### config.mk
export PLATFORM = sky130hd
export DESIGN_NAME = base64_encoder_unit
export DESIGN_NICKNAME = d
export VERILOG_FILES = /design/src/rtl/core/b64e_pkg.sv /design/src/rtl/core/base64_encoder_unit.sv /design/src/rtl/core/b64e_front.sv /design/src/rtl/core/b64e_queue.sv /design/src/rtl/core/b64e_back.sv
export SDC_FILE = /design/constraint.sdc
export NUM_CORES = 1
export LEC_CHECK = 0
export BUFFER_PORTS_ARGS = -buffer_cell sky130_fd_sc_hd__buf_2
export CAP_MARGIN = 20
export CORE_ASPECT_RATIO = 0.5
export CORE_MARGIN = 1
export CORE_UTILIZATION = 55
export CTS_CLUSTER_DIAMETER = 100
export CTS_CLUSTER_SIZE = 20
export DETAILED_ROUTE_END_ITERATION = 6
export GPL_TIMING_DRIVEN = 1
export PLACE_DENSITY = 0.72
export SYNTH_ARGS = -nofsm -noshare
export SYNTH_HDL_FRONTEND = slang
export SYNTH_SLANG_ARGS = --single-unit
### constraint.sdc
create_clock -name i_clk -period 11.9 [get_ports i_clk]
set_input_delay 1.19 -clock i_clk [delete_from_list [all_inputs] [get_ports i_clk]]
set_output_delay 1.19 -clock i_clk [all_outputs]
set_load 0.05 [all_outputs]
### src/rtl/core/b64e_pkg.sv
// Shared types, constants and the character map of the Base64 encoder.
package b64e_pkg;

    // Queue depth between front and back (groups)
    localparam int unsigned QUEUE_DEPTH = 2;

    // Phase codes: bytes held in the current group
    localparam logic [1:0] PHASE_EMPTY = 2'd0;
    localparam logic [1:0] PHASE_ONE   = 2'd1;
    localparam logic [1:0] PHASE_TWO   = 2'd2;

    // Padding character '='
    localparam logic [7:0] PAD_CHAR = 8'h3D;

    // Position of the last character within a group
    localparam logic [1:0] LAST_SLOT = 2'd3;

    typedef struct packed {
        logic [7:0] data_byte;
        logic       final_byte;
    } t_in_item;

    typedef struct packed {
        logic [7:0] char_code;
        logic       final_char;
    } t_out_item;

    // One encoded group of four characters; chars[0] goes out first
    typedef struct packed {
        logic [3:0][7:0] chars;
        logic            fin;
    } t_group;

    // 6-bit value to alphabet character (A-Z a-z 0-9 + /)
    function automatic logic [7:0] b64_char(input logic [5:0] v);
        logic [7:0] w;
        logic [7:0] c;
        w = {2'b00, v};
        case (v) inside
            [6'd0:6'd25]:  c = w + 8'd65;
            [6'd26:6'd51]: c = w + 8'd71;
            [6'd52:6'd61]: c = w - 8'd4;
            6'd62:         c = 8'h2B;
            default:       c = 8'h2F;
        endcase
        return c;
    endfunction

endpackage

### src/rtl/core/base64_encoder_unit.sv
// Top level of the Base64 encoder: front end, group queue and back end.
//
//  channel | direction | handshake                  | payload
//  --------+-----------+----------------------------+---------------------------
//  in      | input     | i_in_valid / o_in_stall    | i_in_data  (byte, last flag)
//  out     | output    | o_out_valid / i_out_stall  | o_out_data (char, last flag)
//
// A byte request is taken every cycle while the queue has room for the group it closes.
// Output runs at one character per cycle unless stalled, four per group; the rate is set
// by the single back-end output register.
// A closed group moves via the queue and the group register to the output register.
// Reset (synchronous, active low) empties the queue and clears the group phase.
// Output stall holds the character; a full queue stalls only closing bytes.
module base64_encoder_unit #(
    parameter int unsigned QUEUE_DEPTH = b64e_pkg::QUEUE_DEPTH
) (
    input  logic                i_clk,
    input  logic                i_rst_n,
    input  logic                i_in_valid,
    input  b64e_pkg::t_in_item  i_in_data,
    output logic                o_in_stall,
    output logic                o_out_valid,
    output b64e_pkg::t_out_item o_out_data,
    input  logic                i_out_stall
);

    logic             push;
    logic             q_full;
    logic             q_valid;
    logic             pop;
    b64e_pkg::t_group push_group;
    b64e_pkg::t_group head_group;

    b64e_front u_front (
        .i_clk    (i_clk),
        .i_rst_n  (i_rst_n),
        .i_valid  (i_in_valid),
        .i_item   (i_in_data),
        .o_stall  (o_in_stall),
        .i_q_full (q_full),
        .o_push   (push),
        .o_group  (push_group)
    );

    b64e_queue #(
        .DEPTH (QUEUE_DEPTH)
    ) u_queue (
        .i_clk   (i_clk),
        .i_rst_n (i_rst_n),
        .i_push  (push),
        .i_group (push_group),
        .o_full  (q_full),
        .o_valid (q_valid),
        .i_pop   (pop),
        .o_group (head_group)
    );

    b64e_back u_back (
        .i_clk     (i_clk),
        .i_rst_n   (i_rst_n),
        .i_q_valid (q_valid),
        .i_group   (head_group),
        .o_pop     (pop),
        .o_valid   (o_out_valid),
        .o_item    (o_out_data),
        .i_stall   (i_out_stall)
    );

endmodule

### src/rtl/core/b64e_front.sv
// Front end: gathers bytes into groups and encodes each finished group.
module b64e_front (
    input  logic                i_clk,
    input  logic                i_rst_n,
    input  logic                i_valid,
    input  b64e_pkg::t_in_item  i_item,
    output logic                o_stall,
    input  logic                i_q_full,
    output logic                o_push,
    output b64e_pkg::t_group    o_group
);

    logic [1:0] r_phase, n_phase;
    logic [7:0] r_first, n_first;
    logic [7:0] r_second, n_second;
    logic       need_push;
    logic       accept;
    logic [7:0] b;
    logic       fin;

    assign b   = i_item.data_byte;
    assign fin = i_item.final_byte;

    // A request that closes a group needs a free queue slot
    assign need_push = fin || (r_phase == b64e_pkg::PHASE_TWO);
    assign o_stall   = need_push && i_q_full;
    assign accept    = i_valid && !o_stall;
    assign o_push    = accept && need_push;

    // Encode the group this request would close
    always_comb begin
        o_group.fin = fin;
        case (r_phase)
            b64e_pkg::PHASE_ONE: begin
                o_group.chars[0] = b64e_pkg::b64_char(r_first[7:2]);
                o_group.chars[1] = b64e_pkg::b64_char({r_first[1:0], b[7:4]});
                o_group.chars[2] = b64e_pkg::b64_char({b[3:0], 2'b00});
                o_group.chars[3] = b64e_pkg::PAD_CHAR;
            end
            b64e_pkg::PHASE_TWO: begin
                o_group.chars[0] = b64e_pkg::b64_char(r_first[7:2]);
                o_group.chars[1] = b64e_pkg::b64_char({r_first[1:0], r_second[7:4]});
                o_group.chars[2] = b64e_pkg::b64_char({r_second[3:0], b[7:6]});
                o_group.chars[3] = b64e_pkg::b64_char(b[5:0]);
            end
            default: begin
                o_group.chars[0] = b64e_pkg::b64_char(b[7:2]);
                o_group.chars[1] = b64e_pkg::b64_char({b[1:0], 4'b0000});
                o_group.chars[2] = b64e_pkg::PAD_CHAR;
                o_group.chars[3] = b64e_pkg::PAD_CHAR;
            end
        endcase
    end

    // Phase and pending bytes
    always_comb begin
        n_phase  = r_phase;
        n_first  = r_first;
        n_second = r_second;
        if (accept) begin
            if (need_push) begin
                n_phase = b64e_pkg::PHASE_EMPTY;
            end else if (r_phase == b64e_pkg::PHASE_ONE) begin
                n_second = b;
                n_phase  = b64e_pkg::PHASE_TWO;
            end else begin
                n_first = b;
                n_phase = b64e_pkg::PHASE_ONE;
            end
        end
    end

    always_ff @(posedge i_clk) begin
        if (!i_rst_n) begin
            r_phase  <= b64e_pkg::PHASE_EMPTY;
            r_first  <= 8'd0;
            r_second <= 8'd0;
        end else begin
            r_phase  <= n_phase;
            r_first  <= n_first;
            r_second <= n_second;
        end
    end

endmodule

### src/rtl/core/b64e_queue.sv
// Short queue of encoded groups between front and back.
module b64e_queue #(
    parameter int unsigned DEPTH = b64e_pkg::QUEUE_DEPTH
) (
    input  logic              i_clk,
    input  logic              i_rst_n,
    input  logic              i_push,
    input  b64e_pkg::t_group  i_group,
    output logic              o_full,
    output logic              o_valid,
    input  logic              i_pop,
    output b64e_pkg::t_group  o_group
);

    localparam int unsigned PW = (DEPTH > 1) ? $clog2(DEPTH) : 1;
    localparam int unsigned CW = $clog2(DEPTH + 1);
    localparam logic [PW-1:0] LAST_PTR = PW'(DEPTH - 1);

    b64e_pkg::t_group r_mem [DEPTH];
    logic [PW-1:0] r_wptr, n_wptr;
    logic [PW-1:0] r_rptr, n_rptr;
    logic [CW-1:0] r_count, n_count;
    logic          do_pop;

    assign o_full  = (r_count == CW'(DEPTH));
    assign o_valid = (r_count != '0);
    assign o_group = r_mem[r_rptr];
    assign do_pop  = i_pop && o_valid;

    // Pointer and fill count update
    always_comb begin
        n_wptr  = r_wptr;
        n_rptr  = r_rptr;
        n_count = r_count;
        if (i_push) begin
            n_wptr = (r_wptr == LAST_PTR) ? '0 : r_wptr + 1'b1;
        end
        if (do_pop) begin
            n_rptr = (r_rptr == LAST_PTR) ? '0 : r_rptr + 1'b1;
        end
        if (i_push && !do_pop) begin
            n_count = r_count + 1'b1;
        end else if (!i_push && do_pop) begin
            n_count = r_count - 1'b1;
        end
    end

    always_ff @(posedge i_clk) begin
        if (!i_rst_n) begin
            r_wptr  <= '0;
            r_rptr  <= '0;
            r_count <= '0;
        end else begin
            r_wptr  <= n_wptr;
            r_rptr  <= n_rptr;
            r_count <= n_count;
        end
    end

    // Entry storage
    always_ff @(posedge i_clk) begin
        if (i_push) begin
            r_mem[r_wptr] <= i_group;
        end
    end

endmodule

### src/rtl/core/b64e_back.sv
// Back end: sends a group's four characters, one per cycle unless stalled.
module b64e_back (
    input  logic                i_clk,
    input  logic                i_rst_n,
    input  logic                i_q_valid,
    input  b64e_pkg::t_group    i_group,
    output logic                o_pop,
    output logic                o_valid,
    output b64e_pkg::t_out_item o_item,
    input  logic                i_stall
);

    b64e_pkg::t_group    r_group, n_group;
    logic [1:0]          r_idx, n_idx;
    logic                r_busy, n_busy;
    logic                r_out_valid, n_out_valid;
    b64e_pkg::t_out_item r_out, n_out;
    logic                slot_free;
    logic                emit;
    logic                last;

    assign slot_free = !r_out_valid || !i_stall;
    assign emit      = r_busy && slot_free;
    assign last      = emit && (r_idx == b64e_pkg::LAST_SLOT);
    assign o_pop     = i_q_valid && (!r_busy || last);
    assign o_valid   = r_out_valid;
    assign o_item    = r_out;

    // Group holding and output register
    always_comb begin
        n_group     = r_group;
        n_idx       = r_idx;
        n_busy      = r_busy;
        n_out_valid = r_out_valid;
        n_out       = r_out;
        if (emit) begin
            n_out_valid      = 1'b1;
            n_out.char_code  = r_group.chars[r_idx];
            n_out.final_char = r_group.fin && (r_idx == b64e_pkg::LAST_SLOT);
            n_idx            = r_idx + 1'b1;
            if (last) begin
                n_busy = 1'b0;
            end
        end else if (!i_stall) begin
            n_out_valid = 1'b0;
        end
        if (o_pop) begin
            n_group = i_group;
            n_idx   = 2'd0;
            n_busy  = 1'b1;
        end
    end

    always_ff @(posedge i_clk) begin
        if (!i_rst_n) begin
            r_idx       <= 2'd0;
            r_busy      <= 1'b0;
            r_out_valid <= 1'b0;
        end else begin
            r_idx       <= n_idx;
            r_busy      <= n_busy;
            r_out_valid <= n_out_valid;
        end
    end

    always_ff @(posedge i_clk) begin
        r_group <= n_group;
        r_out   <= n_out;
    end

endmodule

Word level (Yosys, flattened, before mapping)
Memories as Yosys holds them, arrays and structs flattened. A register that Yosys moved wholly into a read port is not among the register bits.
Cells that the tools add are included.
- register bits after elaboration: 35
- memory bits (writable): 66
- memories: 1
- memories (memory ; words ; bits a word ; rd ports ; clocked after Yosys merged registers in ; wr ports ; RTL line ; source):
    u_queue.r_mem ; 2 ; 33 ; 1 ; 1 ; 1 ; b64e_queue.sv:19 ; b64e_pkg::t_group r_mem [DEPTH];
- $add $sub $neg: 29
- $lt $le $gt $ge: 49
- equality and inequality tests: 11
- muxes and demuxes: 46
- bitwise operators: 3
- reduce and logical (&&, ||, !) cells: 51
- operator list (operator ; count):
    8-bit 2-to-1 mux ; 25
    6-bit by 7-bit adder with 8-bit output, second input constant ; 16
    6-bit less-or-equal comparator, second input constant ; 16
    32-bit one-hot mux with 2 select lines ; 1
    6-bit by 3-bit subtractor with 7-bit output, second input constant ; 8
    6-bit by 1-bit greater-or-equal comparator with 1-bit output, second input constant ; 8
    6-bit by 5-bit greater-or-equal comparator with 1-bit output, second input constant ; 8
    6-bit greater-or-equal comparator, second input constant ; 8
    6-bit by 5-bit less-or-equal comparator with 1-bit output, second input constant ; 8
    6-bit == test, second input constant ; 6
    1-bit logical AND ; 34
    3-bit 2-to-1 mux ; 6
    8-bit binary-select mux with 2-bit select ; 1
    1-bit 2-to-1 mux ; 9
    2-bit 2-to-1 mux ; 4
    2-bit nonzero test ; 4
    2-bit == test, second input constant ; 3
    1-bit zero test ; 6
    3-bit AND reduction ; 2
    2-bit by 1-bit adder with 2-bit output, second input constant ; 2
    1-bit logical OR ; 3
    2-bit by 3-bit < comparator with 1-bit output, second input constant ; 1
    1-bit inverter ; 3
    1-bit adder, second input constant ; 2
    other kinds (5) ; 5

Logic depth before layout (Yosys ltp)
- word-level depth: 10
- depth in mapped cells: 11

By module
From an unflattened synthesis, not the netlist that was laid out.
- cells, all modules: 805
- area, all modules: 8255.4 µm²
- by module, submodules not included (module ; times used ; cells each ; area an instance (µm²)):
    b64e_front ; 1 ; 608 ; 4015.1
    b64e_queue ; 1 ; 125 ; 2593.7
    b64e_back ; 1 ; 72 ; 1646.6

Least setup slack after synthesis
Ideal clock, no wire load.
- kind: input -> register
- from: input i_in_data[0] (netlist bit)
- to: memory u_queue.r_mem[0][0] (netlist bit) (enable)
- library setup time: 467 ps
- arrival time: 4314 ps
- path slack: 7119 ps
- cell stages on the path: 4
- buffers on the path: 0
- cell sequence: nor2_1 > nor3b_1 > nand2b_1 > nor3_1
- word-level cells in the longest chain between the ends: 7
- RTL lines (item ; RTL line ; source):
    from (decl) ; base64_encoder_unit.sv:20 ; input b64e_pkg::t_in_item i_in_data,
    1-bit logical OR ; b64e_front.sv:25 ; assign need_push = fin || (r_phase == b64e_pkg::PHASE_TWO);
    1-bit logical AND ; b64e_front.sv:26 ; assign o_stall = need_push && i_q_full;
    net o_in_stall ; base64_encoder_unit.sv:21 ; output logic o_in_stall,
    1-bit zero test ; b64e_front.sv:27 ; assign accept = i_valid && !o_stall;
    1-bit logical AND ; b64e_front.sv:27 ;
    1-bit logical AND ; b64e_front.sv:28 ; assign o_push = accept && need_push;
    1-bit 2-to-1 mux ; b64e_queue.sv:62 ; if (i_push) begin
    1-bit 2-to-1 mux (not written as such) ; b64e_queue.sv:63 ; r_mem[r_wptr] <= i_group;
    to (decl) ; b64e_queue.sv:19 ;
The timed path passes the listed nets, and every way through them passes these cells.

==> key figures <==
Setup path
  • Startpoint Class: input port
  • Slowest CP cell: a31oi_2
  • Worst-path cell chain: buf_2 > inv_1 > ha_1 > nand2b_1 > nand2_1 > a31oi_2 > a2111oi_0 > a211oi_1 > o22ai_1
  • Data arrival, critical path: 3800 ps
  • Largest fanout on the critical path: 16
  • Setup CP Type: input port to flop
  • Crit path required time: 12000 ps
  • CP endpoint kind: flop
  • CP peak stage delay: 590 ps

Clock network
  • Hold buffers post-CTS: 0
  • Worst-case clock buffer depth: 2
  • CTS H-Tree Depth: 4
  • Clk Latency, worst-skew pair: 430 ps
  • CTS clock-pin slew for the worst setup and hold paths: 60 ps
  • Post-cts resize count: 0
  • Clock tree sinks: 134
  • # Post-CTS Setup Buffers: 0
  • CTS buffer count: 17
  • Clock root cell: clkbuf_16
  • CTS tree: done

Logic synthesis
  • Post-synth EDFFs: 108
  • Yosys Warn Count: 0
  • Mapped cell area: 8351 um2
  • #FFs+latches synth: 134
  • Mux contribution to synthesized area: 8.106%
  • Mapped Avg Cell Area: 10.26 um2
  • Largest cells by area after synthesis: edfxtp_1 39%, ha_1 7.9%, dfxtp_1 6.2%
  • Adder-Cell Fraction of Synth Area: 7.941%
  • Post-synthesis simple-gate area fraction: 15.28%
  • Syn nets: 880
  • Register area share after synthesis: 45.07%
  • Asr flop ratio synth: 0%
  • Cells after synthesis: 814
  • Cell taking the most area after synthesis: edfxtp_1
  • Post-synthesis cell type count: 74
  • Largest family of logic cells by synthesized area: compound AO/OA/AOI/OAI gates
  • Share of the synthesized area in the top cell type: 38.84%
  • Synth Area in XOR/XNOR: 3.776%
  • Top_reg_cell synth: edfxtp_1
  • Compound-Gate Fraction of Synth Area: 15.84%

Global routing
  • Overflow after GRT: 0
  • Total Routing Usage GR: 30.32%
  • Initial antenna violation count: 1
  • Largest net degree at the start of global routing: 35
  • First-pass GRT wire length: 34.76 mm
  • Vias in the first global route: 5868

Power
  • Max VDD drop: 0.00008460 V
  • Leakage: 3.126 nW
  • Total power: 1.513 mW
  • PwrDens: 165.6 nW/um2

Cells and area
  • Area Growth Syn to Fin: 9.410%
  • Fillers: 1149
  • Design Area, Final: 9136 um2
  • Antenna Cells: 0
  • Post-layout util: 62.48%
  • Nets: 878
  • Share of layout cells above drive strength 1: 14.42%

Route
  • Routed WL: 23.00 mm
  • 1st-pass router iterations: 5
  • Routed len/inst: 22.48 um
  • Post-route ant nets: 0
  • Via count: 6483
  • Vias per inst: 6.337
  • # DRC: 0
  • Drt initial violations: 767

Floorplan
  • Initial Utilization: 57.11%
  • FP Rows: 31
  • Core Area: 14620 um2
  • Die H: 89.13 um
  • Die X: 176.3 um
  • Die Area: 15710 um2
  • Io pins: 24

Timing
  • Worst Clk Skew: 21.69 ps
  • Setup violations, final: 0
  • Relative slew slack: 32.96%
  • RSZ-0062 raised after global routing: false
  • Part of the cycle the worst path needs: 31.06%
  • Actual slew at the worst max-slew pin: 1001 ps
  • Fmax: 270.5 MHz
  • Number of hold violations in the final report: 0
  • Tmin final: 3696 ps
  • Setup tns final: 0 ps
  • Final max-slew violation count: 0

Placed design
  • Gpl congestion: 0.9501
  • DP Area: 8547 um2
  • Post-DP HPWL: 15.64 mm
  • Port-buffer cells: 23

Worst hold path
  • Hold Path Class: flop to flop

Job
  • Max Cap Viol: 0

Outcome
  • Status: finished, final reports clean
==> where the power goes <==
part | switching, mW | internal, mW | total, mW
Sequential | 0.0433 | 0.615 | 0.659
Combinational | 0.198 | 0.116 | 0.314
Clock | 0.242 | 0.298 | 0.540
Total | 0.484 | 1.03 | 1.51
==> critical path: cells and delay by family <==
kind	cells	cell delay, ps
AND/OR/NAND/NOR	2	300
buffers and inverters	2	570
adder cells (fa/ha/maj)	1	410
AO/OA/AOI/OAI	4	1300
==> routing by layer <==
layer | GRT usage, % | wire length, um | vias up
li1 | - | - | 3019
met4 | 10.59 | 408 | 0
met3 | 4.889 | 1874 | 35
met5 | 0 | 0 | -
met2 | 44.02 | 9557 | 275
met1 | 45.72 | 11160 | 3154
==> cell usage after synthesis, types with 9 or more instances <==
cell,count
a21oi_1,31
clkbuf_1,35
nor2_1,43
o211ai_1,9
ha_1,53
nand2_1,107
o21ai_0,28
nand3_1,34
edfxtp_1,108
or3_1,11
xnor2_1,29
nor2b_1,12
mux2_2,34
buf_2,11
o21ai_1,9
inv_1,25
a31oi_1,11
nor3_1,15
dfxtp_1,26
a21boi_0,18
==> area by class of cell <==
cell class	count	area, um2	share of cell area [%]
Clock inverter	15	158.9	1.739
Clock buffer	17	425.4	4.656
Tap cell	198	247.7	2.712
Inverter	29	108.9	1.191
Multi-Input combinational cell	599	4259	46.62
Sequential cell	134	3764	41.19
Timing Repair Buffer	31	172.7	1.890
==> final timing paths <==
check,start,endpoint,slack [ps],cells after the start
worst max register to register,u_front.r_first[4]$_SDFFE_PN0P_,u_queue.r_mem[1][2]$_DFFE_PP_,8560,8
worst min-delay path,u_back.r_busy$_SDFFE_PN0P_,u_back.r_busy$_SDFFE_PN0P_,520,2
worst max-delay path,i_in_data[5],u_queue.r_mem[1][7]$_DFFE_PP_,8200,9
worst min register to register,u_back.r_busy$_SDFFE_PN0P_,u_back.r_busy$_SDFFE_PN0P_,520,2
==> cells in the final DEF, fill, tap and decap left out, types with 12 or more instances in the layout <==
cell type  count
inv_1         25
xnor2_1       29
clkbuf_16     17
buf_2         24
dfxtp_1       26
edfxtp_1     108
nor2b_1       12
nor2_1        43
a21boi_0      18
ha_1          53
nand3_1       34
mux2_2        34
nand2_1      107
nor3_1        14
o21ai_0       28
a21oi_1       31
==> logic make-up after synthesis <==
family	Yosys count
flip-flops	134
AND/OR/NAND/NOR	270
XOR/XNOR	36
multiplexers	53
buffers and inverters	81
adder cells (fa/ha/maj)	53
AO/OA/AOI/OAI	187
==> state kept, by name, summed over array words and instances, names as in the netlist, 2 cells and up <==
register,cells
u_queue.r_mem,66
u_back.r_group,33
u_back.o_item,9
u_front.r_first,8
u_front.r_second,8
u_back.r_idx,2
u_front.r_phase,2
u_queue.r_count,2
==> stage by stage <==
step	hold slack [ps]	worst slack, ps	cells
finish	524.9	8204	1023
global placement	499.9	7942	990
CTS	522.5	8298	1022
global route	554.6	8037	1023
floorplan	464.6	7119	814
detailed placement	513.6	7860	990
(Power assumes the default switching activity.)
